### src/rtl/core/indented_tree_longest_path_parser_core_macros.svh
// Assertion macros of the indented tree parser RTL, used by the level stack.
`ifndef INDENTED_TREE_LONGEST_PATH_PARSER_CORE_MACROS_SVH
`define INDENTED_TREE_LONGEST_PATH_PARSER_CORE_MACROS_SVH

// same-cycle implication, clocked on clk, quiet during reset
`define ITLPP_ASSERT_NOW(label, ante, cons, msg) \
  label: assert property (@(posedge clk) disable iff (!rst_n) (ante) |-> (cons)) \
    else $error(msg);

// next-cycle implication, clocked on clk, quiet during reset
`define ITLPP_ASSERT_NEXT(label, ante, cons, msg) \
  label: assert property (@(posedge clk) disable iff (!rst_n) (ante) |=> (cons)) \
    else $error(msg);

`endif

### src/rtl/core/itlpp_pkg.sv
// Package: shared constants and types of the indented tree parser.
`default_nettype none
package itlpp_pkg;

  localparam int STACK_DEPTH_DEF = 64;
  localparam int LENGTH_BITS_DEF = 16;
  localparam int OUT_BITS        = 16;

  localparam logic [7:0] CH_TAB     = 8'd9;
  localparam logic [7:0] CH_NEWLINE = 8'd10;
  localparam logic [7:0] CH_DOT     = 8'd46;

  localparam logic [OUT_BITS-1:0] OUT_MAX = '1;

  typedef struct packed {
    logic valid;
    logic push;
    logic is_file;
    logic last;
    logic ovf;
  } itlpp_evt_t;

endpackage
`default_nettype wire

### src/rtl/core/itlpp_if.sv
// Interfaces: input byte channel and result channel.
`default_nettype none
interface itlpp_in_if;
  logic       valid;
  logic       ready;
  logic [7:0] text_byte;
  logic       final_byte;

  modport source (output valid, output text_byte, output final_byte, input ready);
  modport sink (input valid, input text_byte, input final_byte, output ready);
endinterface

interface itlpp_out_if;
  logic                          valid;
  logic                          ready;
  logic [itlpp_pkg::OUT_BITS-1:0] longest_length;
  logic                          overflow;

  modport source (output valid, output longest_length, output overflow, input ready);
  modport sink (input valid, input longest_length, input overflow, output ready);
endinterface
`default_nettype wire

### src/rtl/core/indented_tree_longest_path_parser_core.sv
// Top level: longest file path over an indented tree listing.
// One byte is taken every cycle while the result register is free or being drained.
// The result of a listing passes the level-stack stage, where the memory is read and
// the length updated, and then the output register. The stack memory's
// read-modify-write loop, with write-to-read forwarding, sets the one-byte-per-cycle
// rate; no clearing pass is needed after reset.
`default_nettype none
module indented_tree_longest_path_parser_core #(
  parameter int STACK_DEPTH = itlpp_pkg::STACK_DEPTH_DEF,
  parameter int LENGTH_BITS = itlpp_pkg::LENGTH_BITS_DEF
) (
  input wire           clk,
  input wire           rst_n,
  itlpp_in_if.sink     in_ch,
  itlpp_out_if.source  out_ch
);

  localparam int AW = $clog2(STACK_DEPTH);

  itlpp_pkg::itlpp_evt_t              evt;
  logic [LENGTH_BITS-1:0]             evt_name;
  logic [AW-1:0]                      rd_addr, wr_addr;
  logic                               adv, accept, res_valid, res_ovf;
  logic [itlpp_pkg::OUT_BITS-1:0]     res_len;

  logic                               out_valid_r, out_ovf_r;
  logic [itlpp_pkg::OUT_BITS-1:0]     out_len_r;

  assign adv          = !out_valid_r || out_ch.ready;
  assign accept       = in_ch.valid && adv;
  assign in_ch.ready  = adv;

  itlpp_scan #(
    .STACK_DEPTH (STACK_DEPTH),
    .LENGTH_BITS (LENGTH_BITS)
  ) u_scan (
    .clk        (clk),
    .rst_n      (rst_n),
    .accept     (accept),
    .text_byte  (in_ch.text_byte),
    .final_byte (in_ch.final_byte),
    .evt        (evt),
    .evt_name   (evt_name),
    .rd_addr    (rd_addr),
    .wr_addr    (wr_addr)
  );

  itlpp_stack #(
    .STACK_DEPTH (STACK_DEPTH),
    .LENGTH_BITS (LENGTH_BITS)
  ) u_stack (
    .clk       (clk),
    .rst_n     (rst_n),
    .adv       (adv),
    .evt       (evt),
    .evt_name  (evt_name),
    .rd_addr   (rd_addr),
    .wr_addr   (wr_addr),
    .res_valid (res_valid),
    .res_len   (res_len),
    .res_ovf   (res_ovf)
  );

  always_ff @(posedge clk) begin
    if (!rst_n) begin
      out_valid_r <= 1'b0;
    end else if (adv) begin
      out_valid_r <= res_valid;
    end
  end

  always_ff @(posedge clk) begin
    if (adv && res_valid) begin
      out_len_r <= res_len;
      out_ovf_r <= res_ovf;
    end
  end

  assign out_ch.valid          = out_valid_r;
  assign out_ch.longest_length = out_len_r;
  assign out_ch.overflow       = out_ovf_r;

endmodule
`default_nettype wire

### src/rtl/core/itlpp_scan.sv
// Line scanner: tracks indent, name length and level count; issues stack events.
`default_nettype none
module itlpp_scan #(
  parameter int STACK_DEPTH = itlpp_pkg::STACK_DEPTH_DEF,
  parameter int LENGTH_BITS = itlpp_pkg::LENGTH_BITS_DEF,
  localparam int IW = $clog2(STACK_DEPTH + 2),
  localparam int AW = $clog2(STACK_DEPTH)
) (
  input  wire                          clk,
  input  wire                          rst_n,
  input  wire                          accept,
  input  wire  [7:0]                   text_byte,
  input  wire                          final_byte,
  output itlpp_pkg::itlpp_evt_t        evt,
  output logic [LENGTH_BITS-1:0]       evt_name,
  output logic [AW-1:0]                rd_addr,
  output logic [AW-1:0]                wr_addr
);

  localparam logic [IW-1:0] DEPTH_W = IW'(STACK_DEPTH);
  localparam logic [LENGTH_BITS-1:0] LEN_MAX = '1;

  logic [IW-1:0]          indent_r, indent_nxt, lvl_r, lvl_nxt;
  logic [LENGTH_BITS-1:0] name_r, name_nxt;
  logic                   at_start_r, at_start_nxt, dot_r, dot_nxt, ovf_r, ovf_nxt;

  logic                   is_nl, is_tab, is_char, line_end, name_sat, full;
  logic [IW-1:0]          indent_p, indent_inc, lc;
  logic [LENGTH_BITS-1:0] name_p;
  logic                   dot_p, ovf_p;

  always_comb begin
    is_nl      = text_byte == itlpp_pkg::CH_NEWLINE;
    is_tab     = !is_nl && text_byte == itlpp_pkg::CH_TAB && at_start_r;
    is_char    = !is_nl && !is_tab;
    indent_p   = (is_tab && indent_r < DEPTH_W) ? indent_r + 1'b1 : indent_r;
    name_sat   = is_char && name_r == LEN_MAX;
    name_p     = (is_char && !name_sat) ? name_r + 1'b1 : name_r;
    dot_p      = dot_r | (is_char && text_byte == itlpp_pkg::CH_DOT);
    ovf_p      = ovf_r | name_sat;
    line_end   = is_nl || final_byte;
    indent_inc = indent_p + 1'b1;
    lc         = (indent_inc < lvl_r) ? indent_inc : lvl_r;
    full       = !dot_p && lc >= DEPTH_W;

    evt.valid   = accept && line_end;
    evt.push    = !dot_p && !full;
    evt.is_file = dot_p;
    evt.last    = final_byte;
    evt.ovf     = ovf_p | full;
    evt_name    = name_p;
    rd_addr     = AW'(lc - 1'b1);
    wr_addr     = AW'(lc);

    indent_nxt   = indent_p;
    name_nxt     = name_p;
    at_start_nxt = at_start_r && !is_char;
    dot_nxt      = dot_p;
    ovf_nxt      = ovf_p | (line_end && full);
    lvl_nxt      = lvl_r;
    if (line_end) begin
      indent_nxt   = '0;
      name_nxt     = '0;
      at_start_nxt = 1'b1;
      dot_nxt      = 1'b0;
      lvl_nxt      = (!dot_p && !full) ? lc + 1'b1 : lc;
    end
    if (final_byte) begin
      ovf_nxt = 1'b0;
      lvl_nxt = IW'(1);
    end
  end

  always_ff @(posedge clk) begin
    if (!rst_n) begin
      indent_r   <= '0;
      name_r     <= '0;
      at_start_r <= 1'b1;
      dot_r      <= 1'b0;
      ovf_r      <= 1'b0;
      lvl_r      <= IW'(1);
    end else if (accept) begin
      indent_r   <= indent_nxt;
      name_r     <= name_nxt;
      at_start_r <= at_start_nxt;
      dot_r      <= dot_nxt;
      ovf_r      <= ovf_nxt;
      lvl_r      <= lvl_nxt;
    end
  end

endmodule
`default_nettype wire

### src/rtl/core/itlpp_stack.sv
// Level stack: length memory with read-modify-write, forwarding and best tracking.
`default_nettype none
`include "indented_tree_longest_path_parser_core_macros.svh"
module itlpp_stack #(
  parameter int STACK_DEPTH = itlpp_pkg::STACK_DEPTH_DEF,
  parameter int LENGTH_BITS = itlpp_pkg::LENGTH_BITS_DEF,
  localparam int AW = $clog2(STACK_DEPTH)
) (
  input  wire                                clk,
  input  wire                                rst_n,
  input  wire                                adv,
  input  wire  itlpp_pkg::itlpp_evt_t        evt,
  input  wire  [LENGTH_BITS-1:0]             evt_name,
  input  wire  [AW-1:0]                      rd_addr,
  input  wire  [AW-1:0]                      wr_addr,
  output logic                               res_valid,
  output logic [itlpp_pkg::OUT_BITS-1:0]     res_len,
  output logic                               res_ovf
);

  localparam logic [LENGTH_BITS-1:0] LEN_MAX = '1;
  localparam logic [LENGTH_BITS-1:0] OUT_LIM = LENGTH_BITS'(itlpp_pkg::OUT_MAX);

  logic [LENGTH_BITS-1:0] mem [STACK_DEPTH];

  itlpp_pkg::itlpp_evt_t  ev_r;
  logic [LENGTH_BITS-1:0] name_r, rdata_r, fwd_data_r, best_r, best_nxt;
  logic [AW-1:0]          wr_addr_r, rd_addr_r;
  logic                   fwd_r, ovf_r, ovf_nxt;

  logic [LENGTH_BITS-1:0] parent, val;
  logic [LENGTH_BITS:0]   sum;
  logic                   sat, do_push, big;

  always_comb begin
    if (rd_addr_r == '0) begin
      parent = '0;
    end else if (fwd_r) begin
      parent = fwd_data_r;
    end else begin
      parent = rdata_r;
    end
    sum      = {1'b0, parent} + {1'b0, name_r} + (LENGTH_BITS+1)'(ev_r.push);
    sat      = sum[LENGTH_BITS];
    val      = sat ? LEN_MAX : sum[LENGTH_BITS-1:0];
    do_push  = ev_r.valid && ev_r.push;
    best_nxt = (ev_r.is_file && val > best_r) ? val : best_r;
    ovf_nxt  = ovf_r | ev_r.ovf | sat;
    big      = best_nxt > OUT_LIM;
    res_valid = ev_r.valid && ev_r.last;
    res_len   = big ? itlpp_pkg::OUT_MAX : itlpp_pkg::OUT_BITS'(best_nxt);
    res_ovf   = ovf_nxt | big;
  end

  always_ff @(posedge clk) begin
    if (adv) begin
      rdata_r <= mem[rd_addr];
      if (do_push) begin
        mem[wr_addr_r] <= val;
      end
    end
  end

  always_ff @(posedge clk) begin
    if (adv) begin
      name_r     <= evt_name;
      wr_addr_r  <= wr_addr;
      rd_addr_r  <= rd_addr;
      fwd_data_r <= val;
    end
  end

  always_ff @(posedge clk) begin
    if (!rst_n) begin
      ev_r   <= '0;
      fwd_r  <= 1'b0;
      best_r <= '0;
      ovf_r  <= 1'b0;
    end else if (adv) begin
      ev_r  <= evt;
      fwd_r <= do_push && wr_addr_r == rd_addr;
      if (ev_r.valid) begin
        best_r <= ev_r.last ? '0 : best_nxt;
        ovf_r  <= ev_r.last ? 1'b0 : ovf_nxt;
      end
    end
  end

  `ITLPP_ASSERT_NOW(a_push_not_root, ev_r.valid && ev_r.push, wr_addr_r != '0, "push to root")
  `ITLPP_ASSERT_NOW(a_fwd_not_root, ev_r.valid && fwd_r, rd_addr_r != '0, "forward on root")
  `ITLPP_ASSERT_NEXT(a_best_cleared, adv && ev_r.valid && ev_r.last, best_r == '0 && !ovf_r,
    "best not cleared after last beat")

endmodule
`default_nettype wire

### src/flat_wrapper.sv
// flat-port wrapper written by rule: the top's interface ports become plain ports
module indented_tree_longest_path_parser_core_flat 
#(
  parameter int STACK_DEPTH = itlpp_pkg::STACK_DEPTH_DEF,
  parameter int LENGTH_BITS = itlpp_pkg::LENGTH_BITS_DEF
)
  (clk, rst_n, in_ch_valid, in_ch_text_byte, in_ch_final_byte, in_ch_ready, out_ch_valid, out_ch_longest_length, out_ch_overflow, out_ch_ready);
  itlpp_in_if in_ch_i ();
  itlpp_out_if out_ch_i ();
  input wire clk;
  input wire rst_n;
  input wire logic [$bits(in_ch_i.valid)-1:0] in_ch_valid;
  input wire logic [$bits(in_ch_i.text_byte)-1:0] in_ch_text_byte;
  input wire logic [$bits(in_ch_i.final_byte)-1:0] in_ch_final_byte;
  output wire logic [$bits(in_ch_i.ready)-1:0] in_ch_ready;
  output wire logic [$bits(out_ch_i.valid)-1:0] out_ch_valid;
  output wire logic [$bits(out_ch_i.longest_length)-1:0] out_ch_longest_length;
  output wire logic [$bits(out_ch_i.overflow)-1:0] out_ch_overflow;
  input wire logic [$bits(out_ch_i.ready)-1:0] out_ch_ready;
  assign in_ch_i.valid = in_ch_valid;
  assign in_ch_i.text_byte = in_ch_text_byte;
  assign in_ch_i.final_byte = in_ch_final_byte;
  assign in_ch_ready = in_ch_i.ready;
  assign out_ch_valid = out_ch_i.valid;
  assign out_ch_longest_length = out_ch_i.longest_length;
  assign out_ch_overflow = out_ch_i.overflow;
  assign out_ch_i.ready = out_ch_ready;
  indented_tree_longest_path_parser_core #(.STACK_DEPTH(STACK_DEPTH), .LENGTH_BITS(LENGTH_BITS)) u_core (.clk(clk), .rst_n(rst_n), .in_ch(in_ch_i), .out_ch(out_ch_i));
endmodule
### config.mk
export PLATFORM = sky130hd
export DESIGN_NAME = indented_tree_longest_path_parser_core_flat
export DESIGN_NICKNAME = d
export VERILOG_FILES = /design/src/rtl/core/itlpp_pkg.sv /design/src/rtl/core/itlpp_if.sv /design/src/rtl/core/indented_tree_longest_path_parser_core.sv /design/src/rtl/core/itlpp_scan.sv /design/src/rtl/core/itlpp_stack.sv /design/src/flat_wrapper.sv
export VERILOG_INCLUDE_DIRS = /design/src /design/src/rtl/core
export SDC_FILE = /design/constraint.sdc
export NUM_CORES = 1
export LEC_CHECK = 0
export ABC_AREA = 1
export BUFFER_PORTS_ARGS = -buffer_cell sky130_fd_sc_hd__buf_4
export CAP_MARGIN = 25
export CORE_MARGIN = 8
export CORE_UTILIZATION = 40
export CTS_CLUSTER_DIAMETER = 80
export DETAILED_ROUTE_END_ITERATION = 8
export PLACE_DENSITY_LB_ADDON = 0.05
export SETUP_SLACK_MARGIN = 0.15
export SLEW_MARGIN = 20
export SYNTH_ARGS = -nofsm -noshare
export SYNTH_HDL_FRONTEND = slang
export SYNTH_SLANG_ARGS = --single-unit
### constraint.sdc
create_clock -name clk -period 6.5 [get_ports clk]
set_input_delay 0.325 -clock clk [delete_from_list [all_inputs] [get_ports clk]]
set_output_delay 0.325 -clock clk [all_outputs]
set_load 0.02 [all_outputs]
==> results of run 1 <==
[path summary, 6_finish.rpt]
kind | depth (start not counted) | from | endpoint | slack, ns
setup reg to reg | 28 | u_core.u_scan.at_start_r$_SDFFE_PN1P_ | u_core.u_stack.rdata_r[4]$_DFFE_PN_ | 0.59
setup / recovery | 28 | u_core.u_scan.at_start_r$_SDFFE_PN1P_ | u_core.u_stack.rdata_r[4]$_DFFE_PN_ | 0.59
hold / removal | 5 | in_ch_text_byte[4] | u_core.u_scan.dot_r$_SDFFE_PN0P_ | 0.1
hold reg to reg | 2 | u_core.u_stack.best_r[7]$_SDFFE_PN0P_ | u_core.u_stack.best_r[7]$_SDFFE_PN0P_ | 0.46
[layout make-up]
type | count | area, um^2
fillers | 12311 | 70200
flip-flops and latches | 1158 | 34200
multi-input cells | 2734 | 12900
inverters | 1102 | 4150
clock buffers | 176 | 3640
well taps | 1742 | 2180
repair buffers | 182 | 1720
clock inverters | 66 | 477
diodes | 2 | 5.00
[cells by family (layout without fill, tap and decap cells)]
kind of cell | count (synthesis) | count (layout) | share of synthesized area
adder cells (fa/ha/maj) | 45 | 45 | 0.0111
AND/OR/NAND/NOR | 2495 | 2495 | 0.208
flip-flops | 1158 | 1158 | 0.655
multiplexers | 16 | 16 | 0.00345
XOR/XNOR | 31 | 31 | 0.00520
AO/OA/AOI/OAI | 147 | 147 | 0.0159
other | 0 | 2 | 0
buffers and inverters | 1343 | 1526 | 0.102
[power by group through the flow]
| stage | Combinational, uW | Sequential, uW | Clock (uW) |
|---|---|---|---|
| 2_1_floorplan | 291 | 8410 | 0 |
| 3_3_place_gp | 654 | 8410 | 0 |
| 3_5_place_dp | 659 | 8410 | 0 |
| 4_1_cts | 664 | 8260 | 7380 |
| 5_1_grt | 697 | 8250 | 7640 |
| 6_report | 650 | 8260 | 7210 |
[routing by layer]
metal | up-vias | track usage | routed length, um
li1 | 17176 | - | -
met1 | 17395 | 0.328 | 74700
met2 | 1001 | 0.346 | 73200
met3 | 209 | 0.0368 | 9950
met4 | 2 | 0.0582 | 3700
met5 | - | 0 | 13
[worst reg2reg max path: cells and delay by family, from the launching register on]
kind / cells / cell delay (ns)
AO/OA/AOI/OAI: 1 / 0.38
buffers and inverters: 3 / 0.67
AND/OR/NAND/NOR: 20 / 3.11
adder cells (fa/ha/maj): 3 / 0.84
XOR/XNOR: 1 / 0.24
flip-flops: 1 / 0.45
[through the flow]
stage               worst slack, ns  hold slack, ns
CTS                           0.383          0.0254
global route                  0.169          0.0830
floorplan                     0.388           0.443
global placement              0.444           0.452
finish                        0.590          0.0958
detailed placement            0.346           0.457
[placed cells by master (no fill, tap or decap), drive strengths merged, types with 5 or more instances in the layout]
cell type,count
nand2,1293
inv,1110
edfxtp,1101
nand3,1044
buf,177
clkbuf,176
nor2,113
a21oi,69
dfxtp,57
clkinv,53
ha,43
o21ai,40
nand4,26
xor2,21
o211ai,18
mux2,16
xnor2,10
nor3,6
or2,6
a31oi,5
bufinv,5
dlygate4sd3,5
[repair_timing]
item                                    in CTS  in global routing
hold buffers                                 5                  0
resized for setup                            0                  3
hold endpoints to repair                     8                  0
endpoints found under the setup margin       0                 13
[sequential cells by signal (all words and copies together), names as in the netlist, 5 cells and up]
signal	flops
u_core.u_scan.name_r	16
u_core.u_stack.name_r	16
u_core.u_stack.best_r	16
u_core.u_stack.ev_r	5
u_core.u_stack.wr_addr_r	6
u_core.u_scan.indent_r	7
u_core.u_stack.rdata_r	16
u_core.out_ch.longest_length	16
u_core.u_scan.lvl_r	7
u_core.u_stack.mem	1024
u_core.u_stack.rd_addr_r	6
u_core.u_stack.fwd_data_r	16
==> results.cfg, run 1 <==
[logic_synthesis]
synth_cells = 5235
synth_top_area_share = 0.633
ys_types = 47
async_flop_share = 0
syn_avg_cell_area_um2 = 9.98
ys_top_cells_by_area = edfxtp_1 (63%), nand3_1 (10%), nand2_1 (9.2%), inv_1 (7.9%), dfxtp_1 (2.2%)
yosysSeqAreaShare = 0.655
synth_area_um2 = 52200
ys_seq_elements = 1158
synth_edf_count = 1101
synth_most_common_cell = nand2_1
synth.top_cells.by_count = nand2_1 (1279), edfxtp_1 (1101), inv_1 (1095), nand3_1 (1042), buf_2 (146)
synth_area_leader_cell = edfxtp_1
ys.warnings.count = 0
synth_top_flop_cell = edfxtp_1
synth_nets = 5293

[worst_setup_path]
startpoint_type = register
crit_top_cell = nand3_1
critPathMaxStageDelay_ns = 0.45
crit_fanout = 79
required_ns = 7.01
crit_path_top_delay_cell = dfxtp_1
critPathTopFamily = simple AND/OR/NAND/NOR gates
cp_num_buf_inv = 3
crit_arrival_ns = 6.42
end_kind = register
critPathKind = reg2reg

[route]
wirelength_mm = 162
drt-initial-drc-count = 3399
ant_nets = 0
via_count = 35783
avgRoutedWirePerCell_um = 22.6
dr.pass1.iters = 6
viasPerCell = 5.00
drc_errors = 0

[clock_network]
clk_path_buf_depth = 3
clock-sinks = 1158
clk_latency_ns = 0.77
root_buffer = clkbuf_16
cts_setup_buffers = 0
path_clk_slew_ns = 0.06
htreeDepth = 4
cts_tree = yes
cts_inserted_buffers = 135

[cells_and_area]
drive_above_1_share = 0.0808
finish.utilization = 0.458
final_nets = 5371
stdcell_area_um2 = 59300
synthToLayoutAreaGrowth_pct = 13.6
final_cells = 7162

[power_and_ir_drop]
power_frac_comb = 0.040
p_seq_frac = 0.512
p_int_uw = 12500
p_sw_uw = 3610
swShare = 0.224
power.total_uw = 16100
vdd_drop_max_mv = 0.273
p_clk_frac = 0.447
p_per_area_nw_per_um2 = 272
p_leak_uw = 0.0253

[sta]
clock_skew_ns = 0.0349
period_minus_slack_ns = 5.91
slew_headroom = 0.276
finalSetupViolations = 0
fin_setup_tns_ns = 0
rsz0062_at_grt = no
period_share = 0.909
slew_violations = 0
max_freq_mhz = 169
worst_pin_slew_ns = 1.09
hold_violations = 0

[floorplanning]
fp-row-count = 132
fp.coreArea_um2 = 129000
die_w_um = 377
start_util = 0.403
io_pins = 32
die_area_um2 = 142000
die_h_um = 377

[placed_design]
placed_cell_area_um2 = 55100
hpwl_mm = 95.0
io_buffers = 31
gp_congestion = 0.831
dp_cells = 6907

[flow_run]
drv_cap = 0

[grt]
grt_pass1_vias = 33326
grt_pass1_wl_mm = 236
grt_start_max_net_pins = 137
grtUsageTotal = 0.224
antenna_found_initial = 4
overflow = 0

[run_status]
status = complete, no violations

[min_path]
worstHoldPathType = in2reg
Power figures use the tool's default switching activity.
==> run 2, diff against run 1 <==
--- a/config.mk
+++ b/config.mk
@@ -10,7 +10,7 @@
 export BUFFER_PORTS_ARGS = -buffer_cell sky130_fd_sc_hd__buf_4
 export CAP_MARGIN = 25
 export CORE_MARGIN = 8
-export CORE_UTILIZATION = 40
+export CORE_UTILIZATION = 38
 export CTS_CLUSTER_DIAMETER = 80
 export DETAILED_ROUTE_END_ITERATION = 8
 export PLACE_DENSITY_LB_ADDON = 0.05
==> run 2 against run 1 <==
Sequential cell count is the same. Global-route usage is 0.35 points lower. Via count is 0.49% higher.
==> results.cfg, run 2 (same netlist as run 1, synthesis figures left out) <==
[floorplanning]
fp-row-count = 136
start_util = 0.381
die_h_um = 387
die_area_um2 = 150000
io_pins = 32
fp.coreArea_um2 = 137000
die_w_um = 387

[worst_setup_path]
reg2reg_from = u_core.u_scan.at_start_r$_SDFFE_PN1P_
startpoint_type = register
critPathKind = reg2reg
crit_top_cell = nand3_1
reg2reg_slack_ns = 0.59
end_kind = register
crit_path_top_delay_cell = dfxtp_1
critPathMaxStageDelay_ns = 0.44
crit_arrival_ns = 6.42
crit_fanout = 50
required_ns = 7.01
rr_endpoint = u_core.u_stack.rdata_r[1]$_DFFE_PN_
reg2reg_depth = 29

[sta]
clock_skew_ns = 0.0320
max_freq_mhz = 169
fin_setup_tns_ns = 0
hold_slack_ns = 0.109
period_share = 0.909
rsz0062_at_grt = no
finalSetupViolations = 0
hold_violations = 0
slew_headroom = 0.277
worst_pin_slew_ns = 1.08
slew_violations = 0
period_minus_slack_ns = 5.91

[power_and_ir_drop]
vdd_drop_max_mv = 0.258
p_leak_uw = 0.0253
power.total_uw = 16000
p_per_area_nw_per_um2 = 270

[route]
drt-initial-drc-count = 3251
viasPerCell = 4.98
dr.pass1.iters = 5
avgRoutedWirePerCell_um = 23.3
via_count = 35959
drc_errors = 0
ant_nets = 0
wirelength_mm = 168

[cells_and_area]
final_cells = 7217
drive_above_1_share = 0.0810
synthToLayoutAreaGrowth_pct = 13.5
top_register = u_core.u_stack.mem
finish.utilization = 0.433
final_nets = 5381
final_common_cell = nand2_1
layout_common_cells = nand2_1 (1267), edfxtp_1 (1101), inv_1 (1093)
largest_reg_flops = 1024

[clock_network]
clock-sinks = 1158
cts_inserted_buffers = 134
clk_latency_ns = 0.77
path_clk_slew_ns = 0.06
cts_setup_buffers = 0
cts_tree = yes
root_buffer = clkbuf_16
htreeDepth = 4
clk_path_buf_depth = 3

[placed_design]
gp_congestion = 0.859
hpwl_mm = 99.8
io_buffers = 31
dp_cells = 6976

[grt]
antenna_found_initial = 9
grt_pass1_vias = 34439
grt_pass1_wl_mm = 247
overflow = 0
grt_start_max_net_pins = 131
grtUsageTotal = 0.220

[min_path]
hold_end = u_core.u_scan.dot_r$_SDFFE_PN0P_
worstHoldPathType = in2reg
min_from = in_ch_text_byte[4]
hold_depth = 5

[run_status]
status = complete, no violations

[flow_run]
drv_cap = 0
[run 2: cell count changes in the layout (fill, tap and decap cells not counted), moves of 2 or more]
cell      previous run  this run
buf_8                3         1
buf_12              22        19
buf_4              145       167
nor2_4               1         5
nor2_1              88        97
nor2_2              24        11
buf_6                6         1
clkinv_1            34        25
[run 2: critical path: cells and delay by family (launching register included)]
| kind | cells | cell delay (ns) |
|---|---|---|
| adders and majority gates | 3 | 0.74 |
| AOI/OAI and AO/OA | 1 | 0.38 |
| DFF | 1 | 0.44 |
| xor gates and xnor gates | 1 | 0.22 |
| and+or+nand+nor | 20 | 2.91 |
| buffers and inverters | 4 | 0.89 |
[run 2: final cells by class]
class	instances	area [um^2]
clock buffers	177	3630
flip-flops and latches	1158	34200
repair buffers	193	1710
well taps	1794	2240
clock inverters	56	409
diodes	3	7.51
inverters	1102	4140
multi-input cells	2734	12900
fillers	13084	77700
[run 2: report_power, final]
group / switching, uW / leakage, uW / internal (uW) / total (uW)
combinational: 501 / 0.0126 / 126 / 627
sequential: 20.2 / 0.0107 / 8240 / 8260
clock: 3040 / 0.00198 / 4080 / 7130
[run 2: worst max path at each step]
stage / from / to / slack (ns) / cells after the start
global placement: in_ch_text_byte[7] / u_core.u_stack.rdata_r[1]$_DFFE_PN_ / 0.38 / 31
finish: u_core.u_scan.at_start_r$_SDFFE_PN1P_ / u_core.u_stack.rdata_r[1]$_DFFE_PN_ / 0.59 / 29
CTS: u_core.u_scan.at_start_r$_SDFFE_PN1P_ / u_core.u_stack.rdata_r[1]$_DFFE_PN_ / 0.42 / 29
detailed placement: in_ch_text_byte[7] / u_core.u_stack.rdata_r[1]$_DFFE_PN_ / 0.36 / 31
floorplan: u_core.u_stack.fwd_r$_SDFFE_PN0N_ / u_core.out_ch.longest_length[10]$_DFFE_PP_ / 0.39 / 27
global route: u_core.u_scan.at_start_r$_SDFFE_PN1P_ / u_core.u_stack.rdata_r[1]$_DFFE_PN_ / 0.16 / 29
[run 2: timing repair]
action	in CTS	in global routing
endpoints found under the hold margin	8	0
hold buffers	5	0
endpoints found under the setup margin	0	3
gates resized for setup	0	1
[run 2: per-layer routing]
| metal | part of all wire | global-route usage | up-vias |
|---|---|---|---|
| met3 | 0.050 | 0.0318 | 201 |
| met1 | 0.48 | 0.322 | 17665 |
| li1 | - | - | 17175 |
| met4 | 0.020 | 0.0530 | 0 |
| met2 | 0.45 | 0.347 | 918 |
| met5 | 0 | 0 | - |
[run 2: through the flow]
stage,setup WS (ns),cell area [um^2]
3_5_place_dp,0.356,55200
2_1_floorplan,0.388,52200
5_1_grt,0.160,59300
3_3_place_gp,0.379,55100
4_1_cts,0.421,59300
6_report,0.595,59300
